### src/sv/multi_level_cpu_execute_core_unit_defines.svh
// ---------------------------------------------------------------------------
// assertion macros for the execute core
// shared checks written as concurrent properties
// ---------------------------------------------------------------------------
`ifndef MULTI_LEVEL_CPU_EXECUTE_CORE_UNIT_DEFINES_SVH
`define MULTI_LEVEL_CPU_EXECUTE_CORE_UNIT_DEFINES_SVH

// implication checked on every rising clock edge outside reset
`define MLC_ASSERT_IMP(label, clk, rstn, ante, cons, msg) \
    label: assert property (@(posedge clk) disable iff (!rstn) (ante) |-> (cons)) \
        else $error(msg);

// next-cycle implication checked outside reset
`define MLC_ASSERT_NEXT(label, clk, rstn, ante, cons, msg) \
    label: assert property (@(posedge clk) disable iff (!rstn) (ante) |=> (cons)) \
        else $error(msg);

`endif

### src/sv/mlc_pkg.sv
// ---------------------------------------------------------------------------
// mlc_pkg
// types, codes and constants of the execute core
// ---------------------------------------------------------------------------
package mlc_pkg;

    localparam int MaxLevels = 4;
    localparam int LvW = 2;

    localparam logic [2:0] ACT_BEGIN = 3'd0;
    localparam logic [2:0] ACT_BUS   = 3'd1;
    localparam logic [2:0] ACT_RREAD = 3'd2;
    localparam logic [2:0] ACT_RWRITE = 3'd3;
    localparam logic [2:0] ACT_IRQ   = 3'd4;

    localparam logic [2:0] K_FETCH   = 3'd0;
    localparam logic [2:0] K_READW   = 3'd1;
    localparam logic [2:0] K_READB   = 3'd2;
    localparam logic [2:0] K_WRITEW  = 3'd3;
    localparam logic [2:0] K_WRITEB  = 3'd4;
    localparam logic [2:0] K_DONE    = 3'd5;
    localparam logic [2:0] K_UNDEF   = 3'd6;
    localparam logic [2:0] K_REGDATA = 3'd7;

    localparam logic [1:0] PH_IDLE    = 2'd0;
    localparam logic [1:0] PH_FETCH   = 2'd1;
    localparam logic [1:0] PH_OPERAND = 2'd2;
    localparam logic [1:0] PH_TARGET  = 2'd3;

    localparam logic [3:0] OP_LOAD  = 4'd0;
    localparam logic [3:0] OP_ADD   = 4'd1;
    localparam logic [3:0] OP_SUB   = 4'd2;
    localparam logic [3:0] OP_CMP   = 4'd3;
    localparam logic [3:0] OP_AND   = 4'd4;
    localparam logic [3:0] OP_XOR   = 4'd5;
    localparam logic [3:0] OP_OR    = 4'd6;
    localparam logic [3:0] OP_MLT   = 4'd7;
    localparam logic [3:0] OP_STORE = 4'd8;
    localparam logic [3:0] OP_NONE  = 4'd15;

    localparam logic [3:0] SEL_P = 4'd2;
    localparam logic [3:0] SEL_A = 4'd4;
    localparam logic [3:0] SEL_R = 4'd6;
    localparam logic [3:0] SEL_S = 4'd8;
    localparam logic [3:0] SEL_T = 4'd10;
    localparam logic [3:0] SEL_F = 4'd12;

    localparam logic [15:0] P_RESET = 16'h8000;
    localparam logic [7:0] LSI_CLRK = 8'h20;
    localparam logic [7:0] LSI_SETK = 8'h21;

    typedef struct packed {
        logic [2:0]  action;
        logic [15:0] bus_data;
        logic [7:0]  reg_address;
        logic [15:0] reg_data;
    } in_item_t;

    typedef struct packed {
        logic [2:0]  kind;
        logic [15:0] address;
        logic [15:0] write_data;
        logic [15:0] read_data;
        logic        ends_instruction;
    } out_item_t;

    // one level's register bank
    typedef struct packed {
        logic [15:0] p;
        logic [15:0] a;
        logic [15:0] r;
        logic [15:0] s;
        logic [15:0] t;
        logic [2:0]  f;
    } bank_t;

    typedef struct packed {
        logic [3:0] op;
        logic [1:0] dst;
    } mdec_t;

    function automatic mdec_t decode_mem(input logic [7:0] msi);
        mdec_t d;
        d.dst = msi[4:3];
        d.op = OP_NONE;
        if (msi < 8'h20) d.op = OP_LOAD;
        else if (msi < 8'h40) d.op = OP_STORE;
        else if (msi < 8'h60) d.op = OP_ADD;
        else if (msi < 8'h80) d.op = OP_CMP;
        else begin
            d.dst = {1'b0, msi[3]};
            if (msi < 8'h90) d.op = OP_SUB;
            else if (msi < 8'hA0) d.op = OP_AND;
            else if (msi < 8'hB0) d.op = OP_XOR;
            else if (msi < 8'hC0) d.op = OP_OR;
            else if (msi >= 8'hD8 && msi < 8'hE0) begin
                d.op = OP_MLT;
                d.dst = 2'd0;
            end
        end
        return d;
    endfunction

endpackage

### src/sv/mlc_alu.sv
// ---------------------------------------------------------------------------
// mlc_alu
// applies an arithmetic or logic op to one bank, 17-bit signed operand
// ---------------------------------------------------------------------------
module mlc_alu (
    input  logic [3:0]          op,
    input  logic [1:0]          dst,
    input  logic signed [16:0]  opnd,
    input  mlc_pkg::bank_t      bank_in,
    output mlc_pkg::bank_t      bank_out
);
    import mlc_pkg::*;

    logic [15:0]        cur_u;
    logic signed [17:0] sum;
    logic [15:0]        res;
    logic signed [33:0] prod;
    logic signed [16:0] cur_s;

    always_comb begin
        case (dst)
            2'd0:    cur_u = bank_in.a;
            2'd1:    cur_u = bank_in.r;
            2'd2:    cur_u = bank_in.s;
            default: cur_u = bank_in.t;
        endcase
    end

    assign cur_s = {cur_u[15], cur_u};
    assign prod  = 34'(signed'(bank_in.a)) * 34'(opnd);

    always_comb begin
        bank_out = bank_in;
        res = cur_u;
        sum = '0;
        case (op)
            OP_LOAD: begin
                res = opnd[15:0];
                if (dst != 2'd3) begin
                    bank_out.f[2] = (res == 16'd0);
                    bank_out.f[1] = res[15];
                end
            end
            OP_ADD, OP_SUB: begin
                sum = (op == OP_ADD) ? 18'(cur_s) + 18'(opnd) : 18'(cur_s) - 18'(opnd);
                res = sum[15:0];
                bank_out.f[2] = sum[16];
                bank_out.f[1] = (sum > 18'sd32767) || (sum < -18'sd32768);
            end
            OP_CMP: begin
                bank_out.f[2] = (cur_s == opnd);
                bank_out.f[1] = (cur_s < opnd);
            end
            OP_AND: res = cur_u & opnd[15:0];
            OP_XOR: res = cur_u ^ opnd[15:0];
            OP_OR:  res = cur_u | opnd[15:0];
            default: ;
        endcase
        if (op == OP_MLT) begin
            bank_out.a = prod[30:15];
            bank_out.r = {prod[14:0], 1'b0};
        end else if (op != OP_CMP) begin
            case (dst)
                2'd0:    bank_out.a = res;
                2'd1:    bank_out.r = res;
                2'd2:    bank_out.s = res;
                default: bank_out.t = res;
            endcase
        end
    end
endmodule

### src/sv/mlc_shifter.sv
// ---------------------------------------------------------------------------
// mlc_shifter
// shift group: left, logical right, arithmetic right, coupled through c
// ---------------------------------------------------------------------------
module mlc_shifter (
    input  logic [7:0]     lsi,
    input  logic [1:0]     dst,
    input  mlc_pkg::bank_t bank_in,
    output mlc_pkg::bank_t bank_out,
    output logic           undef
);
    import mlc_pkg::*;

    logic [15:0] v;
    logic [4:0]  sh;
    logic        coupled;
    logic        arith;
    logic [31:0] w;
    logic [15:0] u;
    logic        c;

    always_comb begin
        case (dst)
            2'd0:    v = bank_in.a;
            2'd1:    v = bank_in.r;
            2'd2:    v = bank_in.s;
            default: v = bank_in.t;
        endcase
        arith   = lsi[4];
        coupled = (lsi[3:0] == 4'd0);
        sh      = coupled ? 5'd1 : {1'b0, lsi[3:0]};
        undef   = coupled && arith;
        if (!lsi[5]) begin
            w = {16'd0, v} << sh;
            c = w[16];
            u = w[15:0];
            if (coupled && bank_in.f[2]) u[0] = 1'b1;
        end else begin
            w = {{16{v[15]}}, v};
            w = 32'($signed(w) >>> (sh - 5'd1));
            c = w[0];
            u = w[16:1];
            if (!arith) u = u & (16'hFFFF >> sh);
            if (coupled && bank_in.f[2]) u[15] = 1'b1;
        end
        bank_out = bank_in;
        bank_out.f[2] = c;
        case (dst)
            2'd0:    bank_out.a = u;
            2'd1:    bank_out.r = u;
            2'd2:    bank_out.s = u;
            default: bank_out.t = u;
        endcase
    end
endmodule

### src/sv/multi_level_cpu_execute_core_unit.sv
// an accepted request that has a result puts it in the output register in the next cycle
// throughput: one request per cycle while s_ready is high; all work is one pass of logic from the bank registers
// a result waiting in the output register does not block intake while m_ready is high
// reset: synchronous active low; level 1, p of level 1 at 0x8000, all else zero
// ---------------------------------------------------------------------------
// multi_level_cpu_execute_core_unit
// 16-bit core with per-level register banks, stepped one bus event at a time
// ---------------------------------------------------------------------------
module multi_level_cpu_execute_core_unit (
    input  logic                 aclk,
    input  logic                 aresetn,
    input  logic                 cfg_we,
    input  logic                 cfg_wdata,
    input  logic                 s_valid,
    output logic                 s_ready,
    input  mlc_pkg::in_item_t    s_data,
    output logic                 m_valid,
    input  logic                 m_ready,
    output mlc_pkg::out_item_t   m_data
);
    import mlc_pkg::*;
    `include "multi_level_cpu_execute_core_unit_defines.svh"

    // architectural state
    logic               two_levels_reg;
    logic [1:0]         phase_reg, phase_next;
    logic [15:0]        held_reg, held_next;
    logic [1:0]         level_reg, level_next;
    logic               pend_reg, pend_next;
    logic [15:0]        ret_reg, ret_next;
    bank_t              bank_reg [MaxLevels];
    bank_t              wb_bank;
    logic               wb_en;
    logic [LvW-1:0]     wb_lv;

    // output register
    logic               m_valid_reg;
    out_item_t          m_data_reg;
    logic               emit;
    out_item_t          res;

    logic               accept;
    in_item_t           in;
    logic [2:0]         nlev;
    bank_t              cb;
    logic [LvW-1:0]     lv;
    logic [7:0]         msi, lsi;
    logic               word, neg;
    mdec_t              md, hmd;
    logic [15:0]        base, ea, tgt, xv;
    logic [7:0]         off;
    logic               cond;

    // alu and shifter hookup
    logic [3:0]         alu_op;
    logic [1:0]         alu_dst;
    logic signed [16:0] alu_opnd;
    bank_t              alu_out, sh_out;
    logic               sh_undef;

    assign s_ready = !m_valid_reg || m_ready;
    assign accept  = s_valid && s_ready;
    assign in      = s_data;
    assign m_valid = m_valid_reg;
    assign m_data  = m_data_reg;
    assign nlev    = two_levels_reg ? 3'd2 : 3'(MaxLevels);

    // current bank, level kept in range
    assign lv  = level_reg[LvW-1:0];
    assign cb  = bank_reg[lv];
    assign msi = in.bus_data[15:8];
    assign lsi = in.bus_data[7:0];
    assign word = !lsi[0];
    assign neg  = msi[0];
    assign md  = decode_mem(msi);
    assign hmd = decode_mem(held_reg[15:8]);

    always_comb begin
        case (msi[2:1])
            2'd0:    base = cb.p;
            2'd1:    base = cb.r;
            2'd2:    base = cb.s;
            default: base = cb.t;
        endcase
        case (md.dst)
            2'd0:    xv = cb.a;
            2'd1:    xv = cb.r;
            2'd2:    xv = cb.s;
            default: xv = cb.t;
        endcase
        off = word ? lsi : {1'b0, lsi[7:1]};
        ea  = neg ? base - 16'(off) : base + 16'(off);
        tgt = neg ? (msi >= 8'hD0 ? cb.p : base) - 16'({lsi[7:1], 1'b0})
                  : (msi >= 8'hD0 ? cb.p : base) + 16'({lsi[7:1], 1'b0});
        case (msi[3:1])
            3'd0:    cond = cb.f[1];
            3'd1:    cond = !cb.f[1];
            3'd2:    cond = cb.f[2];
            3'd3:    cond = !cb.f[2];
            default: cond = 1'b1;
        endcase
        if (msi < 8'hD0) cond = 1'b1;
    end

    // alu operand select: literal on fetch, bus data on operand return
    always_comb begin
        if (phase_reg == PH_OPERAND) begin
            alu_op   = hmd.op;
            alu_dst  = hmd.dst;
            alu_opnd = !held_reg[0] ? {in.bus_data[15], in.bus_data}
                                    : {9'd0, in.bus_data[7:0]};
        end else begin
            alu_op   = {1'b0, msi[2:0]};
            alu_dst  = msi[4:3];
            alu_opnd = {9'd0, lsi};
        end
    end

    mlc_alu u_alu (
        .op       (alu_op),
        .dst      (alu_dst),
        .opnd     (alu_opnd),
        .bank_in  (cb),
        .bank_out (alu_out)
    );

    mlc_shifter u_shift (
        .lsi      (lsi),
        .dst      (msi[4:3]),
        .bank_in  (cb),
        .bank_out (sh_out),
        .undef    (sh_undef)
    );

    // next-state and result logic for one request
    always_comb begin
        phase_next = phase_reg;
        held_next  = held_reg;
        level_next = level_reg;
        pend_next  = pend_reg;
        ret_next   = ret_reg;
        wb_en      = 1'b0;
        wb_lv      = lv;
        wb_bank    = cb;
        emit       = 1'b0;
        res        = '0;
        res.ends_instruction = 1'b1;
        case (in.action)
            ACT_BEGIN: begin
                if (phase_reg == PH_IDLE) begin
                    emit = 1'b1;
                    if ({1'b0, level_reg} >= nlev) begin
                        res.kind = K_UNDEF;
                    end else begin
                        // level-1 interrupt entry
                        if (pend_reg && level_reg == 2'd0 && !bank_reg[0].f[0]) begin
                            level_next = 2'd1;
                            pend_next  = 1'b0;
                            wb_lv      = LvW'(1);
                            wb_bank    = bank_reg[1];
                        end
                        res.kind    = K_FETCH;
                        res.address = wb_bank.p;
                        res.ends_instruction = 1'b0;
                        ret_next    = wb_bank.p + 16'd2;
                        wb_bank.p   = ret_next;
                        wb_en       = 1'b1;
                        phase_next  = PH_FETCH;
                    end
                end
            end
            ACT_BUS: begin
                if (phase_reg == PH_FETCH) begin
                    emit = 1'b1;
                    held_next  = in.bus_data;
                    phase_next = PH_IDLE;
                    res.kind   = K_DONE;
                    if (md.op != OP_NONE) begin
                        if (md.op == OP_STORE) begin
                            res.kind       = word ? K_WRITEW : K_WRITEB;
                            res.address    = ea;
                            res.write_data = word ? xv : {8'd0, xv[7:0]};
                        end else begin
                            res.kind    = word ? K_READW : K_READB;
                            res.address = ea;
                            res.ends_instruction = 1'b0;
                            phase_next  = PH_OPERAND;
                        end
                    end else if (msi < 8'hD8) begin
                        // jump group
                        if (cond) begin
                            if (!word) begin
                                res.kind    = K_READW;
                                res.address = tgt;
                                res.ends_instruction = 1'b0;
                                phase_next  = PH_TARGET;
                            end else begin
                                wb_en = 1'b1;
                                wb_bank.p = tgt;
                                if (msi >= 8'hC8 && msi < 8'hD0) wb_bank.s = ret_reg;
                            end
                        end
                    end else if (msi[2:0] != 3'd7) begin
                        wb_en = 1'b1;
                        wb_bank = alu_out;
                    end else if (lsi[7:6] == 2'b01) begin
                        if (sh_undef) res.kind = K_UNDEF;
                        else begin
                            wb_en = 1'b1;
                            wb_bank = sh_out;
                        end
                    end else if (msi == 8'hFF) begin
                        if ({1'b0, lsi} < {6'd0, nlev}) level_next = lsi[1:0];
                        else if (lsi == LSI_CLRK) begin
                            wb_en = 1'b1;
                            wb_bank.f[0] = 1'b0;
                        end else if (lsi == LSI_SETK) begin
                            wb_en = 1'b1;
                            wb_bank.f[0] = 1'b1;
                        end else if (lsi != 8'hFF) res.kind = K_UNDEF;
                    end
                end else if (phase_reg == PH_OPERAND) begin
                    emit = 1'b1;
                    phase_next = PH_IDLE;
                    res.kind = K_DONE;
                    if (hmd.op != OP_NONE && hmd.op != OP_STORE) begin
                        wb_en = 1'b1;
                        wb_bank = alu_out;
                    end
                end else if (phase_reg == PH_TARGET) begin
                    emit = 1'b1;
                    phase_next = PH_IDLE;
                    res.kind = K_DONE;
                    wb_en = 1'b1;
                    wb_bank.p = in.bus_data;
                    if (held_reg[15:8] >= 8'hC8 && held_reg[15:8] < 8'hD0)
                        wb_bank.s = ret_reg;
                end
            end
            ACT_RREAD: begin
                emit = 1'b1;
                res.kind = K_REGDATA;
                res.ends_instruction = 1'b0;
                res.read_data = 16'hFFFF;
                if (in.reg_address == 8'd0) begin
                    res.read_data = {11'd0, pend_reg, 2'd0, level_reg};
                end else if ({1'b0, in.reg_address[7:4]} < {2'd0, nlev}) begin
                    case (in.reg_address[3:0])
                        SEL_P: res.read_data = bank_reg[in.reg_address[5:4]].p;
                        SEL_A: res.read_data = bank_reg[in.reg_address[5:4]].a;
                        SEL_R: res.read_data = bank_reg[in.reg_address[5:4]].r;
                        SEL_S: res.read_data = bank_reg[in.reg_address[5:4]].s;
                        SEL_T: res.read_data = bank_reg[in.reg_address[5:4]].t;
                        SEL_F: res.read_data = {13'd0, bank_reg[in.reg_address[5:4]].f};
                        default: ;
                    endcase
                end
            end
            ACT_RWRITE: begin
                if ({1'b0, in.reg_address[7:4]} < {2'd0, nlev}) begin
                    wb_lv = in.reg_address[5:4];
                    wb_bank = bank_reg[in.reg_address[5:4]];
                    wb_en = 1'b1;
                    case (in.reg_address[3:0])
                        SEL_P: wb_bank.p = in.reg_data;
                        SEL_A: wb_bank.a = in.reg_data;
                        SEL_R: wb_bank.r = in.reg_data;
                        SEL_S: wb_bank.s = in.reg_data;
                        SEL_T: wb_bank.t = in.reg_data;
                        SEL_F: wb_bank.f = in.reg_data[2:0];
                        default: wb_en = 1'b0;
                    endcase
                end
            end
            ACT_IRQ: pend_next = 1'b1;
            default: ;
        endcase
    end

    // state and bank registers
    always_ff @(posedge aclk) begin
        if (!aresetn) begin
            two_levels_reg <= 1'b0;
            phase_reg      <= PH_IDLE;
            held_reg       <= '0;
            level_reg      <= 2'd1;
            pend_reg       <= 1'b0;
            ret_reg        <= '0;
            for (int i = 0; i < MaxLevels; i++) begin
                bank_reg[i]   <= '0;
            end
            bank_reg[1].p  <= P_RESET;
        end else begin
            if (cfg_we) two_levels_reg <= cfg_wdata;
            if (accept) begin
                phase_reg <= phase_next;
                held_reg  <= held_next;
                level_reg <= level_next;
                pend_reg  <= pend_next;
                ret_reg   <= ret_next;
                if (wb_en) bank_reg[wb_lv] <= wb_bank;
            end
        end
    end

    // result register, refilled while the old result is taken
    always_ff @(posedge aclk) begin
        if (!aresetn) begin
            m_valid_reg <= 1'b0;
        end else if (s_ready) begin
            m_valid_reg <= accept && emit;
        end
    end

    always_ff @(posedge aclk) begin
        if (accept && emit) m_data_reg <= res;
    end

    // an issued fetch is followed by the fetch phase
    `MLC_ASSERT_NEXT(a_fetch_phase, aclk, aresetn,
        accept && emit && res.kind == K_FETCH, phase_reg == PH_FETCH, "fetch without fetch phase")
    // a stalled result holds
    `MLC_ASSERT_NEXT(a_hold, aclk, aresetn, m_valid && !m_ready,
        m_valid && $stable(m_data), "stalled result changed")
    // an empty output register never blocks intake
    `MLC_ASSERT_IMP(a_ready, aclk, aresetn, !m_valid, s_ready, "ready low with empty output")
endmodule

### config.mk
export PLATFORM = sky130hd
export DESIGN_NAME = multi_level_cpu_execute_core_unit
export DESIGN_NICKNAME = d
export VERILOG_FILES = /design/src/sv/mlc_pkg.sv /design/src/sv/mlc_alu.sv /design/src/sv/mlc_shifter.sv /design/src/sv/multi_level_cpu_execute_core_unit.sv
export VERILOG_INCLUDE_DIRS = /design/src /design/src/sv
export SDC_FILE = /design/constraint.sdc
export NUM_CORES = 2
export LEC_CHECK = 0
export BUFFER_PORTS_ARGS = -buffer_cell sky130_fd_sc_hd__buf_2
export CAP_MARGIN = 0
export CORE_MARGIN = 2
export CORE_UTILIZATION = 40
export CTS_CLUSTER_SIZE = 24
export DETAILED_ROUTE_END_ITERATION = 8
export GPL_ROUTABILITY_DRIVEN = 1
export SETUP_SLACK_MARGIN = 0.2
export SLEW_MARGIN = 30
export SYNTH_ARGS = -nofsm -noshare
export SYNTH_HDL_FRONTEND = slang
export SYNTH_HIERARCHICAL = 1
export SYNTH_SLANG_ARGS = --single-unit
### constraint.sdc
create_clock -name aclk -period 9.9 [get_ports aclk]
set_clock_uncertainty 0.15 [all_clocks]
set_input_delay 1.98 -clock aclk [delete_from_list [all_inputs] [get_ports aclk]]
set_output_delay 1.98 -clock aclk [all_outputs]
set_load 0.01 [all_outputs]
======== After elaboration in Yosys (flattened, before gate mapping) ========
Memory sizes are Yosys's and may differ from the RTL's. A register that Yosys moved wholly into a read port is not among the register bits.
Cells that the tools add are included.
Widths: inputs -> output; s select.
word-level totals
  memories kept ........................... 1
  input bits .............................. 49
  memory bits (writable) .................. 332
  bits in read-only memories .............. 0
  logic and storage cells ................. 383
  bits in registers ....................... 91
  bits in latches ......................... 0
operators by class
  add/subtract/negate cells ............... 8
  shift operators ......................... 3
  magnitude comparators ................... 32
  bitwise operators ....................... 11
  reductions and logical operators ........ 44
  eq/ne operators ......................... 55
  div/mod/pow operators ................... 0
  multiply operators ...................... 1
  muxes and demuxes ....................... 214
memories
  memory    words  bits a word  rd ports  clocked after Yosys merged registers in  wr ports  RTL line                                 RTL
  bank_reg  4      83           4         1                                        4         multi_level_cpu_execute_core_unit.sv:31  bank_t bank_reg [MaxLevels];
operator list
  operator            count
  $mux 83             10
  $mux 16             38
  $pmux 83 s3         1
  $mux 67             3
  $pmux 16 s3         4
  $mux 32             5
  $mux 19             7
  $lt 8x8->1 const B  15
  $pmux 16 s6         1
  $mux 2              45
  $reduce_or 83->1    1
  $pmux 16 s5         1
  $mux 4              18
  $mux 66             1
  $mux 64             1
  $mux 1              47
  $mux 3              14
  $ge 8x8->1 const B  5
  $mux 17             2
  $add 16x8->16       2
  $and 16x16->16      2
  $lt 8x7->1 const B  4
  $pmux 16 s2         1
  $sub 16x8->16       2
  other kinds (63)    138

======== Logic depth before layout (Yosys ltp) ========
  depth after elaboration ................. 26
  gate-level depth with buffers ........... 36

======== By module ========
The synthesis kept the hierarchy.
by module, submodules not included
  module                             cells each  instances  area an instance (um^2)
  multi_level_cpu_execute_core_unit  3252        1          31509.0
  mlc_alu                            1834        1          14687.8
  mlc_shifter                        482         1          3364.5

======== Worst setup path after synthesis ========
OpenSTA, ideal clock, no wires.
  path type ............................... input-to-reg
  start ................................... in s_data[33] in the netlist's numbering
  end ..................................... mem bank_reg[0][65] in the netlist's numbering, data pin
  path slack .............................. -217 ps
  library setup time ...................... 285 ps
  path buffers ............................ 5
  arrival ................................. 9682 ps
  stages .................................. 31
  cell sequence ........................... buf_2 -> buf_1 -> clkbuf_1 -> and2_1 -> clkbuf_1 -> clkbuf_1 -> nand2_1 -> fa_1 -> inv_1 -> fa_1 -> fa_1 -> fa_1 -> fa_1 -> inv_1 -> fa_1 -> inv_1 -> ha_1 -> a21o_1 -> a211oi_1 -> o211ai_1 -> o21ai_1 -> o311ai_1 -> a41oi_1 -> xor2_1 -> o21ai_1 -> nand2_1 -> nand3_1 -> o211ai_1 -> a21oi_1 -> a2111oi_0 -> nor2_1
RTL lines
  what             RTL line                                 RTL
  start, declared  multi_level_cpu_execute_core_unit.sv:16  input mlc_pkg::in_item_t s_data,
  end, declared    multi_level_cpu_execute_core_unit.sv:31

==> metrics <==
number of buffers created by CTS=48; Main synth FF type=edfxtp_1; Buffers on Ports=approximately 100; CTS clk-pin slew, worst paths=0.06 ns; Post-CTS Setup Bufs=0; Core Footprint=about 120,000 µm²; Post-DRT Antenna Nets=0; Util after Layout=a little over two fifths; Max-cap violations=0; crit-path most repeated cell=fa_1; die area=~130,000 µm²; hold slack final=roughly 0.34 ns; Nets=about 5.9k; IO Count=103; initial DRC count=about 7.3k; RSZ-0062 raised after global routing=false; Cell Rows=around 130; area grow syn2layout=7.864%; CP endpoint kind=flop; H-tree levels=2; Worst-Margin Slew=about 1.2 ns; initial antenna violation count=16; distinct cell type count after synthesis=110; most common cell after layout, fill and taps aside=nand2_1; DP Worst Slack=0.2297 ns; register area share after synthesis=about 24%; CP arrival=between 9 and 10 ns; CTS root buf=clkbuf_16; final period demand of the worst path=a little over 9 ns; routed vias=between 40k and 50k; cts hold-fix bufs=0; setup TNS=0 ns; Final Wtd Congestion=just over 1; Mapped Area=approximately 50,000 µm²; TritonCTS clock tree=yes; fin. max-slew vios=0; Final Power=roughly 6.5 mW; Design Area, Final=about 53,000 µm²; Remaining Overflow, GRT=0; Final HPWL DP=roughly 160 mm; EDFF count, synth=368; drt wl/cell=30.62 µm; Final Hold Viols=0; syn nets=between 6k and 7k; Hold WC Path Type=flop to flop; Placed Instance Area=51,880 µm²; startpoint types=primary input; initial core utilization=about 40%; layout cell share with drive strength beyond 1=13.68%; ys async rst share=0%; Largest register FFs=between 300 and 400; PD cells=approximately 120 nW/µm²; VDD IR max=~0.15 mV; Mean Syn Cell Area=between 8 and 9 µm²; worst skew pair latency=between 0.6 and 0.7 ns; Non-Filler Instances=7,118; status=completed; Inst Count DP=~7k; First-pass DRT Iterations=9; Worst Path Class, Setup=primary input to flop; Die Y=around 360 µm; Yosys reg bits=between 400 and 500; first-pass GRT wire length=roughly 310 mm; PostCTS Resize Cnt=0; vias per inst=roughly 6.6; leak pwr=between 20 and 25 nW; setup violators final=0; most frequent cells in the layout=733 x nand2_1, 523 x nor2_1, 427 x inv_1; crit-path max FO=11; Syn Inst Count=about 5.6k; Slowest cell on crit path=a2111oi_0; clk sinks=approximately 420; CP top delay family=adder cells; GR Util All Layers=about a third; Post-route DRC=0; Chip Width=~360 µm; Clock Path Buffers=3; PnR worst setup slack=0.7828 ns; relative slew slack=between 20% and 30%; crit share post-route=92.09%; CP peak stage delay=roughly 0.6 ns; Critical Path RT=~10 ns; vias in the first global route=44.10k; Peak Freq=between 0.1 and 0.15 GHz; DRT Wirelength=217.9 mm; Synth Warn #=6; largest net degree at the start of global routing=between 80 and 90; Buf/Inv on CP=6
cell usage after synthesis, drive strengths merged, types with 18 or more instances:
master	count	area, µm²
clkbuf	310	1164
o211ai	65	488.0
a221o	20	200.2
a31oi	26	162.7
mux2i	166	1665
o21a	31	232.7
nor2	525	1971
nor4	24	175.2
dfxtp	47	940.9
mux2	45	510.5
o221ai	36	315.3
a221oi	46	421.7
nor3	67	335.3
nand3	101	515.5
and2	222	1389
o31ai	25	202.7
xor2	32	280.3
o22ai	82	513.0
ha	182	2277
edfxtp	368	11050
inv	431	1618
fa	266	5325
and3	31	193.9
o21ai	298	1495
mux4	243	5514
o22a	18	157.7
a211oi	74	560.5
xnor2	67	586.8
a22oi	53	397.9
a21oi	336	1682
buf	170	1001
nand2b	28	175.2
a2111oi	48	437.9
nand2	739	2781
a21o	55	412.9
a41oi	22	192.7
nor2b	45	281.5
final cells by class:
class	count	area (µm²)
tap	1637	2048
multi-input combinational	4239	34130
inverter	434	1629
antenna	5	12.51
sequential	415	12000
clock inverter	31	291.5
timing repair buffer	299	2092
fill	12159	69850
clock buffer	58	1259
routing by layer:
layer / part of all wire, % / vias up / GRT usage [%]
li1: - / 19748 / -
met1: 38 / 23231 / 45.52
met2: 41 / 3482 / 47.81
met3: 15 / 697 / 12.27
met4: 5.9 / 18 / 15.72
met5: 0.050 / - / 0
report_power, final:
group | total [mW] | leakage [nW] | internal (mW) | switching [mW]
clock | 1.82 | 0.753 | 1.02 | 0.806
combinational | 2.65 | 15.9 | 0.898 | 1.75
sequential | 1.99 | 4.12 | 1.96 | 0.0338
total | 6.47 | 20.8 | 3.87 | 2.59
worst reg2reg max path, delay by kind of cell, from the launching register on:
family,cells,cell delay (ns)
AO/OA/AOI/OAI,10,2.43
XOR/XNOR,1,0.10
adder cells (fa/ha/maj),7,3.27
buffers and inverters,6,0.53
flip-flops,1,0.71
multiplexers,1,0.98
AND/OR/NAND/NOR,4,0.64
kinds of logic after synthesis:
family          Yosys count  synth area share [%]
buf+inv                 914                 7.654
mux                     454                 15.52
fa+ha+maj               448                 15.34
compound gates         1363                 18.29
xor+xnor                 99                 1.750
simple gates           1875                 17.26
flops                   415                 24.20
path summary, 6_finish.rpt:
path                                   endpoint       start  slack (ns)  depth (start not counted)
worst max-delay path            bank_reg[0][49]  s_data[33]        0.78                         29
worst max register to register  bank_reg[0][49]        flop        0.83                         29
worst min register to register       ret_reg[0]  ret_reg[0]        0.34                          2
worst min-delay path                 ret_reg[0]  ret_reg[0]        0.34                          2
Power figures use the tool's default switching activity.
